**src/sv/assert_macros.svh**
```systemverilog
// Assertion macros shared by the RTL of the cooling degree window tracker.
// Self-contained; included by files that carry concurrent assertions.
// The bodies drop out when SYNTHESIS is defined.
`ifndef ASSERT_MACROS_SVH
`define ASSERT_MACROS_SVH

`ifndef SYNTHESIS

// Property must hold at every clock edge outside reset
`define ASSERT_CLK(lbl, clk, rst_n, prop, msg) \
    lbl: assert property (@(posedge clk) disable iff (!rst_n) (prop)) else $error(msg);

// Condition must never be seen at a clock edge outside reset
`define ASSERT_NEVER_CLK(lbl, clk, rst_n, cond, msg) \
    lbl: assert property (@(posedge clk) disable iff (!rst_n) !(cond)) else $error(msg);

`else

`define ASSERT_CLK(lbl, clk, rst_n, prop, msg)
`define ASSERT_NEVER_CLK(lbl, clk, rst_n, cond, msg)

`endif

`endif

```
**src/sv/cdwt_pkg.sv**
```systemverilog
// Package for the cooling degree window tracker: field widths and defaults.
// No dependencies; used by cdwt_mem and the top level.
package cdwt_pkg;

    localparam int WINDOW_DEFAULT = 100;

    localparam int TEMP_W   = 11;
    localparam int EXCESS_W = 12;
    localparam int TOTAL_W  = 32;
    // Wide enough for min + max - 2*ref with every 11-bit pattern allowed
    localparam int DIFF_W   = 14;

    localparam logic signed [TEMP_W-1:0] REF_RESET = 11'sd260;
    localparam logic signed [TEMP_W-1:0] TEMP_POS_MAX = 11'sh3FF;
    localparam logic signed [TEMP_W-1:0] TEMP_NEG_MIN = 11'sh400;

endpackage

```
**src/sv/cdwt_mem.sv**
```systemverilog
// Sample ring store: one write port, one read port, registered read data.
// Depends on cdwt_pkg for the sample width.
module cdwt_mem #(
    parameter int WINDOW = cdwt_pkg::WINDOW_DEFAULT,
    parameter int PTR_W  = $clog2(WINDOW)
) (
    input  logic                                clk,
    input  logic                                wr_en,
    input  logic [PTR_W-1:0]                    wr_addr,
    input  logic signed [cdwt_pkg::TEMP_W-1:0]  wr_data,
    input  logic                                rd_en,
    input  logic [PTR_W-1:0]                    rd_addr,
    output logic signed [cdwt_pkg::TEMP_W-1:0]  rd_data
);

    logic signed [cdwt_pkg::TEMP_W-1:0] mem [WINDOW];
    logic signed [cdwt_pkg::TEMP_W-1:0] rd_data_reg;

    // Write a sample
    always_ff @(posedge clk)
    begin
        if (wr_en)
        begin
            mem[wr_addr] <= wr_data;
        end
    end

    // Registered read: rd_data follows in the cycle after rd_en
    always_ff @(posedge clk)
    begin
        if (rd_en)
        begin
            rd_data_reg <= mem[rd_addr];
        end
    end

    assign rd_data = rd_data_reg;

endmodule

```
**src/sv/cooling_degree_window_tracker_top.sv**
```systemverilog
// Cooling degree window tracker, top level. Uses cdwt_pkg, cdwt_mem, assert_macros.svh.
// A store transaction leaves busy low; the next item may follow at once.
// An evaluation of a full window raises busy through ST_SCAN, ST_CALC and ST_ACC, with one
// read of the sample memory per entry, and strobes done in the same cycle that busy falls.
// An evaluation before the window is full leaves busy low and strobes nothing.
// rst_n clears pointer, full flag, total and ref_temp (to 26.0 degrees); samples stay undefined.
`include "assert_macros.svh"

module cooling_degree_window_tracker_top #(
    parameter int WINDOW = cdwt_pkg::WINDOW_DEFAULT
) (
    input  logic                                    clk,
    input  logic                                    rst_n,
    input  logic                                    start,
    output logic                                    busy,
    input  logic                                    op,
    input  logic signed [cdwt_pkg::TEMP_W-1:0]      temperature,
    input  logic                                    sample_valid,
    input  logic                                    cfg_valid,
    output logic                                    cfg_ready,
    input  logic signed [cdwt_pkg::TEMP_W-1:0]      cfg_data,
    output logic                                    done,
    output logic [cdwt_pkg::EXCESS_W-1:0]           degree_excess,
    output logic [cdwt_pkg::TOTAL_W-1:0]            running_total,
    output logic signed [cdwt_pkg::TEMP_W-1:0]      window_min,
    output logic signed [cdwt_pkg::TEMP_W-1:0]      window_max
);

    localparam int PTR_W = $clog2(WINDOW);
    localparam int CNT_W = $clog2(WINDOW + 1);
    localparam logic [PTR_W-1:0] PTR_LAST = PTR_W'(WINDOW - 1);
    localparam logic [CNT_W-1:0] CNT_END  = CNT_W'(WINDOW);

    typedef enum logic [1:0] {
        ST_IDLE,
        ST_SCAN,
        ST_CALC,
        ST_ACC
    } state_t;

    state_t                                  state_reg;
    logic [PTR_W-1:0]                        wr_ptr_reg;
    logic                                    full_reg;
    logic signed [cdwt_pkg::TEMP_W-1:0]      ref_reg;
    logic [CNT_W-1:0]                        cnt_reg;
    logic                                    data_vld_reg;
    logic signed [cdwt_pkg::TEMP_W-1:0]      min_reg;
    logic signed [cdwt_pkg::TEMP_W-1:0]      max_reg;
    logic [cdwt_pkg::EXCESS_W-1:0]           excess_reg;
    logic [cdwt_pkg::TOTAL_W-1:0]            total_reg;
    logic                                    done_reg;
    logic [cdwt_pkg::EXCESS_W-1:0]           out_excess_reg;
    logic [cdwt_pkg::TOTAL_W-1:0]            out_total_reg;
    logic signed [cdwt_pkg::TEMP_W-1:0]      out_min_reg;
    logic signed [cdwt_pkg::TEMP_W-1:0]      out_max_reg;

    logic                                    accept;
    logic                                    mem_wr_en;
    logic                                    mem_rd_en;
    logic [PTR_W-1:0]                        mem_rd_addr;
    logic signed [cdwt_pkg::TEMP_W-1:0]      mem_rd_data;
    logic signed [cdwt_pkg::DIFF_W-1:0]      diff;
    logic [cdwt_pkg::TOTAL_W:0]              sum;
    logic [cdwt_pkg::TOTAL_W-1:0]            total_next;

    assign busy      = (state_reg != ST_IDLE);
    assign cfg_ready = !busy;
    assign accept    = start && !busy;
    assign mem_wr_en = accept && !op && sample_valid;

    // Issue one read per entry while the counter runs
    assign mem_rd_en   = (state_reg == ST_SCAN) && (cnt_reg != CNT_END);
    assign mem_rd_addr = cnt_reg[PTR_W-1:0];

    // Excess over twice the reference, signed before the clamp
    assign diff = cdwt_pkg::DIFF_W'(min_reg) + cdwt_pkg::DIFF_W'(max_reg)
                  - (cdwt_pkg::DIFF_W'(ref_reg) <<< 1);

    // Saturating add into the running total
    assign sum        = {1'b0, total_reg} + (cdwt_pkg::TOTAL_W + 1)'(excess_reg);
    assign total_next = sum[cdwt_pkg::TOTAL_W] ? {cdwt_pkg::TOTAL_W{1'b1}}
                                               : sum[cdwt_pkg::TOTAL_W-1:0];

    cdwt_mem #(
        .WINDOW (WINDOW),
        .PTR_W  (PTR_W)
    ) u_mem (
        .clk     (clk),
        .wr_en   (mem_wr_en),
        .wr_addr (wr_ptr_reg),
        .wr_data (temperature),
        .rd_en   (mem_rd_en),
        .rd_addr (mem_rd_addr),
        .rd_data (mem_rd_data)
    );

    // Hold the reference temperature
    always_ff @(posedge clk or negedge rst_n)
    begin
        if (!rst_n)
        begin
            ref_reg <= cdwt_pkg::REF_RESET;
        end
        else if (cfg_valid && cfg_ready)
        begin
            ref_reg <= cfg_data;
        end
    end

    // Advance the write pointer and mark the window full on the first wrap
    always_ff @(posedge clk or negedge rst_n)
    begin
        if (!rst_n)
        begin
            wr_ptr_reg <= '0;
            full_reg   <= 1'b0;
        end
        else if (mem_wr_en)
        begin
            if (wr_ptr_reg == PTR_LAST)
            begin
                wr_ptr_reg <= '0;
                full_reg   <= 1'b1;
            end
            else
            begin
                wr_ptr_reg <= wr_ptr_reg + PTR_W'(1);
            end
        end
    end

    // Evaluation sequencer with registered results
    always_ff @(posedge clk or negedge rst_n)
    begin
        if (!rst_n)
        begin
            state_reg      <= ST_IDLE;
            cnt_reg        <= '0;
            data_vld_reg   <= 1'b0;
            min_reg        <= cdwt_pkg::TEMP_POS_MAX;
            max_reg        <= cdwt_pkg::TEMP_NEG_MIN;
            excess_reg     <= '0;
            total_reg      <= '0;
            done_reg       <= 1'b0;
            out_excess_reg <= '0;
            out_total_reg  <= '0;
            out_min_reg    <= '0;
            out_max_reg    <= '0;
        end
        else
        begin
            done_reg     <= 1'b0;
            data_vld_reg <= mem_rd_en;
            case (state_reg)
                ST_IDLE:
                begin
                    if (accept && op && full_reg)
                    begin
                        state_reg <= ST_SCAN;
                        cnt_reg   <= '0;
                        min_reg   <= cdwt_pkg::TEMP_POS_MAX;
                        max_reg   <= cdwt_pkg::TEMP_NEG_MIN;
                    end
                end
                ST_SCAN:
                begin
                    if (mem_rd_en)
                    begin
                        cnt_reg <= cnt_reg + CNT_W'(1);
                    end
                    // Fold each returned sample into the extremes
                    if (data_vld_reg)
                    begin
                        if (mem_rd_data < min_reg)
                        begin
                            min_reg <= mem_rd_data;
                        end
                        if (mem_rd_data > max_reg)
                        begin
                            max_reg <= mem_rd_data;
                        end
                    end
                    if (data_vld_reg && (cnt_reg == CNT_END))
                    begin
                        state_reg <= ST_CALC;
                    end
                end
                ST_CALC:
                begin
                    excess_reg <= (diff > 0) ? diff[cdwt_pkg::EXCESS_W-1:0] : '0;
                    state_reg  <= ST_ACC;
                end
                ST_ACC:
                begin
                    total_reg      <= total_next;
                    out_excess_reg <= excess_reg;
                    out_total_reg  <= total_next;
                    out_min_reg    <= min_reg;
                    out_max_reg    <= max_reg;
                    done_reg       <= 1'b1;
                    state_reg      <= ST_IDLE;
                end
                default:
                begin
                    state_reg <= ST_IDLE;
                end
            endcase
        end
    end

    assign done          = done_reg;
    assign degree_excess = out_excess_reg;
    assign running_total = out_total_reg;
    assign window_min    = out_min_reg;
    assign window_max    = out_max_reg;

    `ASSERT_CLK(a_done_after_acc, clk, rst_n, done |-> $past(state_reg == ST_ACC), "done without accumulate step")
    `ASSERT_NEVER_CLK(a_no_write_busy, clk, rst_n, mem_wr_en && busy, "sample write during scan")
    `ASSERT_CLK(a_done_needs_full, clk, rst_n, done |-> full_reg, "result from a window not yet full")
    `ASSERT_CLK(a_early_eval_idle, clk, rst_n, (accept && op && !full_reg) |=> !busy, "evaluation of partial window started a scan")
    `ASSERT_CLK(a_total_monotone, clk, rst_n, (state_reg == ST_ACC) |=> (total_reg >= $past(total_reg)), "running total decreased")

endmodule

```
**config.mk**
```make
export PLATFORM = sky130hd
export DESIGN_NAME = cooling_degree_window_tracker_top
export DESIGN_NICKNAME = d
export VERILOG_FILES = /design/src/sv/cdwt_pkg.sv /design/src/sv/cdwt_mem.sv /design/src/sv/cooling_degree_window_tracker_top.sv
export VERILOG_INCLUDE_DIRS = /design/src /design/src/sv
export SDC_FILE = /design/constraint.sdc
export NUM_CORES = 1
export LEC_CHECK = 0
export BUFFER_PORTS_ARGS = -buffer_cell sky130_fd_sc_hd__buf_4
export CORE_MARGIN = 2
export CORE_UTILIZATION = 35
export CTS_CLUSTER_DIAMETER = 200
export CTS_CLUSTER_SIZE = 20
export DETAILED_ROUTE_END_ITERATION = 10
export PLACE_DENSITY_LB_ADDON = 0.08
export SLEW_MARGIN = 15
export SYNTH_ARGS = -nofsm -noshare
export SYNTH_HDL_FRONTEND = slang
export SYNTH_HIERARCHICAL = 1
export SYNTH_SLANG_ARGS = --single-unit
```
**constraint.sdc**
```tcl
create_clock -name clk -period 4.4 [get_ports clk]
set_clock_uncertainty 0.05 [all_clocks]
set_input_delay 0 -clock clk [delete_from_list [all_inputs] [get_ports clk]]
set_output_delay 0 -clock clk [all_outputs]
set_load 0.05 [all_outputs]
```
[Word-level counts from Yosys, hierarchy flattened]
Memory sizes are Yosys's and may differ from the RTL's. A register that Yosys moved wholly into a read port is not among the register bits.
Index checks and enable logic that the tools add are counted.
Cells by class
  add/sub/neg operators: 5
  multiplexer cells: 20
  reductions and logical operators: 18
  order comparisons: 3
  eq/ne operators: 12
Operators by type and width (number)
  $mux 11: 6
  $pmux 11 s2: 2
  $add 32x12->33: 1
  $mux 32: 1
  $mux 7: 3
  $add 7x1->7 const B: 2
  $eq 7x7->1 const B: 2
  $pmux 7 s2: 1
  $gt 13x1->1 const B: 1
  $sub 12x12->13: 1
  $add 11x11->12: 1
  $mux 12: 1
  $gt 11x11->1: 1
  $lt 11x11->1: 1
  $logic_and 1x1->1: 8
  $pmux 2 s4: 1
  $reduce_and 4->1: 2
  $ne 7x7->1 const B: 1
  $ne 2x1->1 const B: 3
  $ne 2x2->1 const B: 3
  $eq 2x2->1 const B: 2
  $mux 2: 2
  $reduce_and 2->1: 2
  $reduce_bool 2->1: 2
  5 further kinds: 8
Storage, ports and cells
  output and inout port bits: 69
  bits in registers: 130
  word-level logic and storage cells: 73
  bits in writable memories: 1100
  memories: 1
  bits of input ports: 28
Memory list
  u_mem.mem: words 100, width 11, rd ports 1, clocked after memory_dff 1, wr ports 1, line cdwt_mem.sv:16  | logic signed [cdwt_pkg::TEMP_W-1:0] mem [WINDOW];

[Depth between registers and ports, before layout]
  word-level depth: 7
  mapped depth: 11
  mapped depth without buffers: 10

[Cells and area by module]
Netlist, hierarchy kept.
By module, submodules not included
  cdwt_mem: cells each 1872, area an instance 42857.4 µm², times used 1, sequential area each 33362.0 µm²
  cooling_degree_window_tracker_top: cells each 713, area an instance 7485.9 µm², times used 1, sequential area each 3269.4 µm²

[Worst setup path before layout]
OpenSTA, ideal clock, no wires.
  kind: register -> register
  start point: register state_reg[0]
  end point: memory u_mem/mem[72][0] (netlist name) (enable)
  slack: 0.931 ns
  data arrival time: 3.026 ns
  path buffers: 2
  cell stages (with the launch flop): 10
  setup time: 0.393 ns
  period minus slack after synthesis: 3.469 ns
  data required time: 3.957 ns
  cells stage by stage: dfrtp_1 > inv_1 > ha_1 > buf_6 > nand4b_1 > inv_1 > clkbuf_1 > nor2b_1 > nand3_1 > nor3_1
On the way
  cells in the longest elaborated chain, start to end: 7
Ends and longest elaborated chain
  start: declaration: line cooling_degree_window_tracker_top.sv:41  | state_t state_reg;
  start signal: assignment: line cooling_degree_window_tracker_top.sv:137  | state_reg <= ST_IDLE;
  start signal: assignment: line cooling_degree_window_tracker_top.sv:159  | state_reg <= ST_SCAN;
  start signal: assignment: line cooling_degree_window_tracker_top.sv:185  | state_reg <= ST_CALC;
  $reduce_bool 2->1: line cooling_degree_window_tracker_top.sv:66  | assign busy = (state_reg != ST_IDLE);
  $logic_not 1->1
  net cfg_ready: line cooling_degree_window_tracker_top.sv:20  | output logic cfg_ready,
  $logic_and 1x1->1: line cooling_degree_window_tracker_top.sv:68  | assign accept = start && !busy;
  $logic_and 1x1->1 (2 in a row): line cooling_degree_window_tracker_top.sv:69  | assign mem_wr_en = accept && !op && sample_valid;
  net mem_wr_en: line cooling_degree_window_tracker_top.sv:58  | logic mem_wr_en;
  $mux 1: line cdwt_mem.sv:22  | if (wr_en)
  $mux 1 (not written as such): line cdwt_mem.sv:24  | mem[wr_addr] <= wr_data;
  end: declaration: line cdwt_mem.sv:16
The timed path passes the listed nets, and every way through them passes these cells.

[Worst setup path in the final report]
  start point: register cnt_reg[0]
  end point: register u_mem.rd_data_reg, in the netlist u_mem/rd_data[8], read port of u_mem.mem (data pin)
On the way
  cells in the longest elaborated chain, start to end: 2
Ends and longest elaborated chain
  start: declaration: line cooling_degree_window_tracker_top.sv:45  | logic [CNT_W-1:0] cnt_reg;
  start signal: assignment: line cooling_degree_window_tracker_top.sv:169  | cnt_reg <= cnt_reg + CNT_W'(1);
  $ne 7x7->1: line cooling_degree_window_tracker_top.sv:72  | assign mem_rd_en = (state_reg == ST_SCAN) && (cnt_reg != CNT_END);
  $logic_and 1x1->1: line cooling_degree_window_tracker_top.sv:72
  end: declaration: line cdwt_mem.sv:17  | logic signed [cdwt_pkg::TEMP_W-1:0] rd_data_reg;
Parallel ways exist; a longest one is shown, timed or not.
A chain may end at the register's enable or synchronous reset.

==> reports/results.ini <==
[setup_path]
slowest_stage=dfrtp_4
crit_fanout=18
cp-start-kind=flop
required_ps=4790
cp.arrival_ps=4090
crit_chain=buf_12 -> buf_12 -> buf_4 -> buf_4 -> mux4_2 -> mux2i_1 -> a221o_1 -> o22ai_1 -> o22a_1
slowest_delay_ps=720
worstSetupEndpointType=flop
crit_type=reg2reg

[synth]
synth_seq_cells=1241
synth_area_um2=50300
synth_area_leaders=edfxtp_1 (66%), mux4_2 (13%), dfrtp_1 (5.8%)
yosysTopAreaCellShare_pct=66.3
synthFlopType=edfxtp_1
synth.distinct_cells=84
synth_common_cells=edfxtp_1 (1111), mux4_2 (292), nor2_1 (149)
yosysTopAreaCell=edfxtp_1
synth_most_common_cell=edfxtp_1
synthCells=2585
syn_nets=2677
yosys_warnings=6
yosysSeqAreaShare_pct=72.8
avgSynthCellArea_um2=19.5
synthArstFlopShare_pct=10.5
synth_edf_count=1111

[clock_tree]
tritoncts=done
clk_path_buf_depth=3
root_buffer=clkbuf_16
clk_pin_slew_ps=90
clk_latency_ps=700
htree_levels=3
cts_buffers=72
clock_sinks=1241
cts_resized=0
postCtsSetupRepairBufs=0
cts_hold_buf=35

[flow_run]
drv_cap=0

[detailed_routing]
avgRoutedWirePerCell_um=28.7
ant_nets=0
drt_iter0_markers=2005
routed_wl_mm=138
drtPass1Iterations=7
vias=25796
drc=0
viasPerCell=5.37

[grt]
grt_overflow=0
grt_pass1_vias=26800
antenna_found_initial=1
grt_max_degree=101
grt_pass1_wl_mm=199
grt_usage_pct=18.9

[layout]
utilization_pct=39.7
drive_gt1_share_pct=26.9
fill_cells=12851
final_cell_area_um2=56800
syn2layout_area_growth_pct=12.9
largest_reg_flops=1100
nets=2957
seqCellArea_um2=36600
multi_input_area_um2=12800
regMostFlops=u_mem/mem

[die]
die_w_um=383
num_rows=139
coreArea_um2=143000
start_util_pct=35.2
dieHeight_um=383
ioPinCount=97
die_area_um2=147000

[power]
vdd_ir_drop_max_uv=226
powerDensity_nw_per_um2=353
p_leak_nw=19.2

[placement]
hpwl_mm=89.2
routabilityCongestion=0.778
portBuffers=96
dpl_cell_area_um2=54400

[sta]
rsz0062_at_grt=no
maxSlewViolCount=0
fmax_mhz=271
finalSetupTns_ps=0
min_period_ps=3690
period_share_pct=83.9
relSlewSlack_pct=27.8
hold_viol_final=0
worst_slew_pin_slew_ps=1080
setup_viol=0

[worst_hold_path]
hold_class=in2reg

[outcome]
status=completed

[through the flow]
| stage | hold slack (ps) | cells | power, W | setup slack [ps] |
|---|---|---|---|---|
| floorplan | -346 | 2585 | 0.0131 | 931 |
| global placement | 131 | 4658 | 0.0133 | 663 |
| detailed placement | 138 | 4658 | 0.0133 | 666 |
| CTS | 0.560 | 4799 | 0.0204 | 649 |
| global route | 38.3 | 4800 | 0.0208 | 534 |
| finish | 74.2 | 4803 | 0.0201 | 708 |
[worst max-delay path, delay by kind of cell (launching register included)]
| kind | cells | cell delay (ps) |
|---|---|---|
| buf+inv | 4 | 1060 |
| flops | 1 | 720 |
| compound gates | 3 | 700 |
| mux | 2 | 830 |
[metal layers]
| metal | part of all wire, % | up-vias | track usage, % |
|---|---|---|---|
| met5 | 0 | - | 0 |
| met4 | 1.6 | 0 | 4.18 |
| met3 | 4.2 | 122 | 1.98 |
| met2 | 49 | 637 | 31.6 |
| met1 | 45 | 13979 | 26.6 |
| li1 | - | 11058 | - |
[where the power goes]
group	leakage (nW)	internal [W]	total [W]	switching (W)
clock network	0.980	0.00315	0.00700	0.00385
registers	11.7	0.0128	0.0128	0
logic	6.50	0.0000446	0.000270	0.000225
[cells in the final DEF, fill, tap and decap left out, types with 10 or more instances in the layout]
cell type and instances:
a22o_1 18, ha_1 51, xnor2_1 14, a21oi_1 36
nand2_1 79, a22oi_1 28, mux4_2 292, a31oi_1 22
buf_4 278, dfstp_2 13, clkbuf_1 27, nor2b_1 18
dlygate4sd3_1 35, edfxtp_1 1111, nand2b_1 10, dfrtp_1 111
o22a_1 18, buf_12 12, a211oi_1 16, nand4_1 12
fa_1 12, nor3_1 12, nand3_1 29, mux2_2 62
nor2_1 148, mux2i_1 62, o21ai_0 41, o22ai_1 26
inv_1 67, clkbuf_16 75
[path summary, 6_finish.rpt]
path / cells after the start / from / slack [ps] / to
setup / recovery: 9 / cnt_reg[0]$_DFFE_PN0P_ / 710 / u_mem/rd_data[8]$_DFFE_PP_
hold / removal: 3 / cfg_data[3] / 70 / ref_reg[3]$_DFFE_PN0P_
setup reg to reg: 9 / cnt_reg[0]$_DFFE_PN0P_ / 710 / u_mem/rd_data[8]$_DFFE_PP_
hold reg to reg: 1 / min_reg[10]$_DFFE_PN0P_ / 460 / window_min[10]$_DFFE_PN0P_
max in group asynchronous: 4 / rst_n / 3300 / cnt_reg[0]$_DFFE_PN0P_
min in group asynchronous: 3 / rst_n / 480 / ref_reg[8]$_DFFE_PN1P_
[logic make-up (layout without fill, tap and decap cells)]
logic type | Yosys count | count (layout) | share of synthesized area [%]
muxes | 417 | 417 | 15.7
adders and majority gates | 64 | 64 | 1.77
and+or+nand+nor | 368 | 368 | 3.47
AOI/OAI and AO/OA | 283 | 283 | 4.07
buffers and inverters | 190 | 502 | 1.84
xor gates and xnor gates | 22 | 22 | 0.383
DFF | 1241 | 1241 | 72.8
other | 0 | 3 | 0
[cell type report]
type	count	share of cell area, %
tap	1903	4.19
clock buffer	102	3.48
timing repair buffer	328	4.80
inverter	68	0.453
clock inverter	4	0.0814
sequential	1241	64.5
multi-input combinational	1154	22.5
antenna	3	0.0132
(Power assumes the default switching activity.)
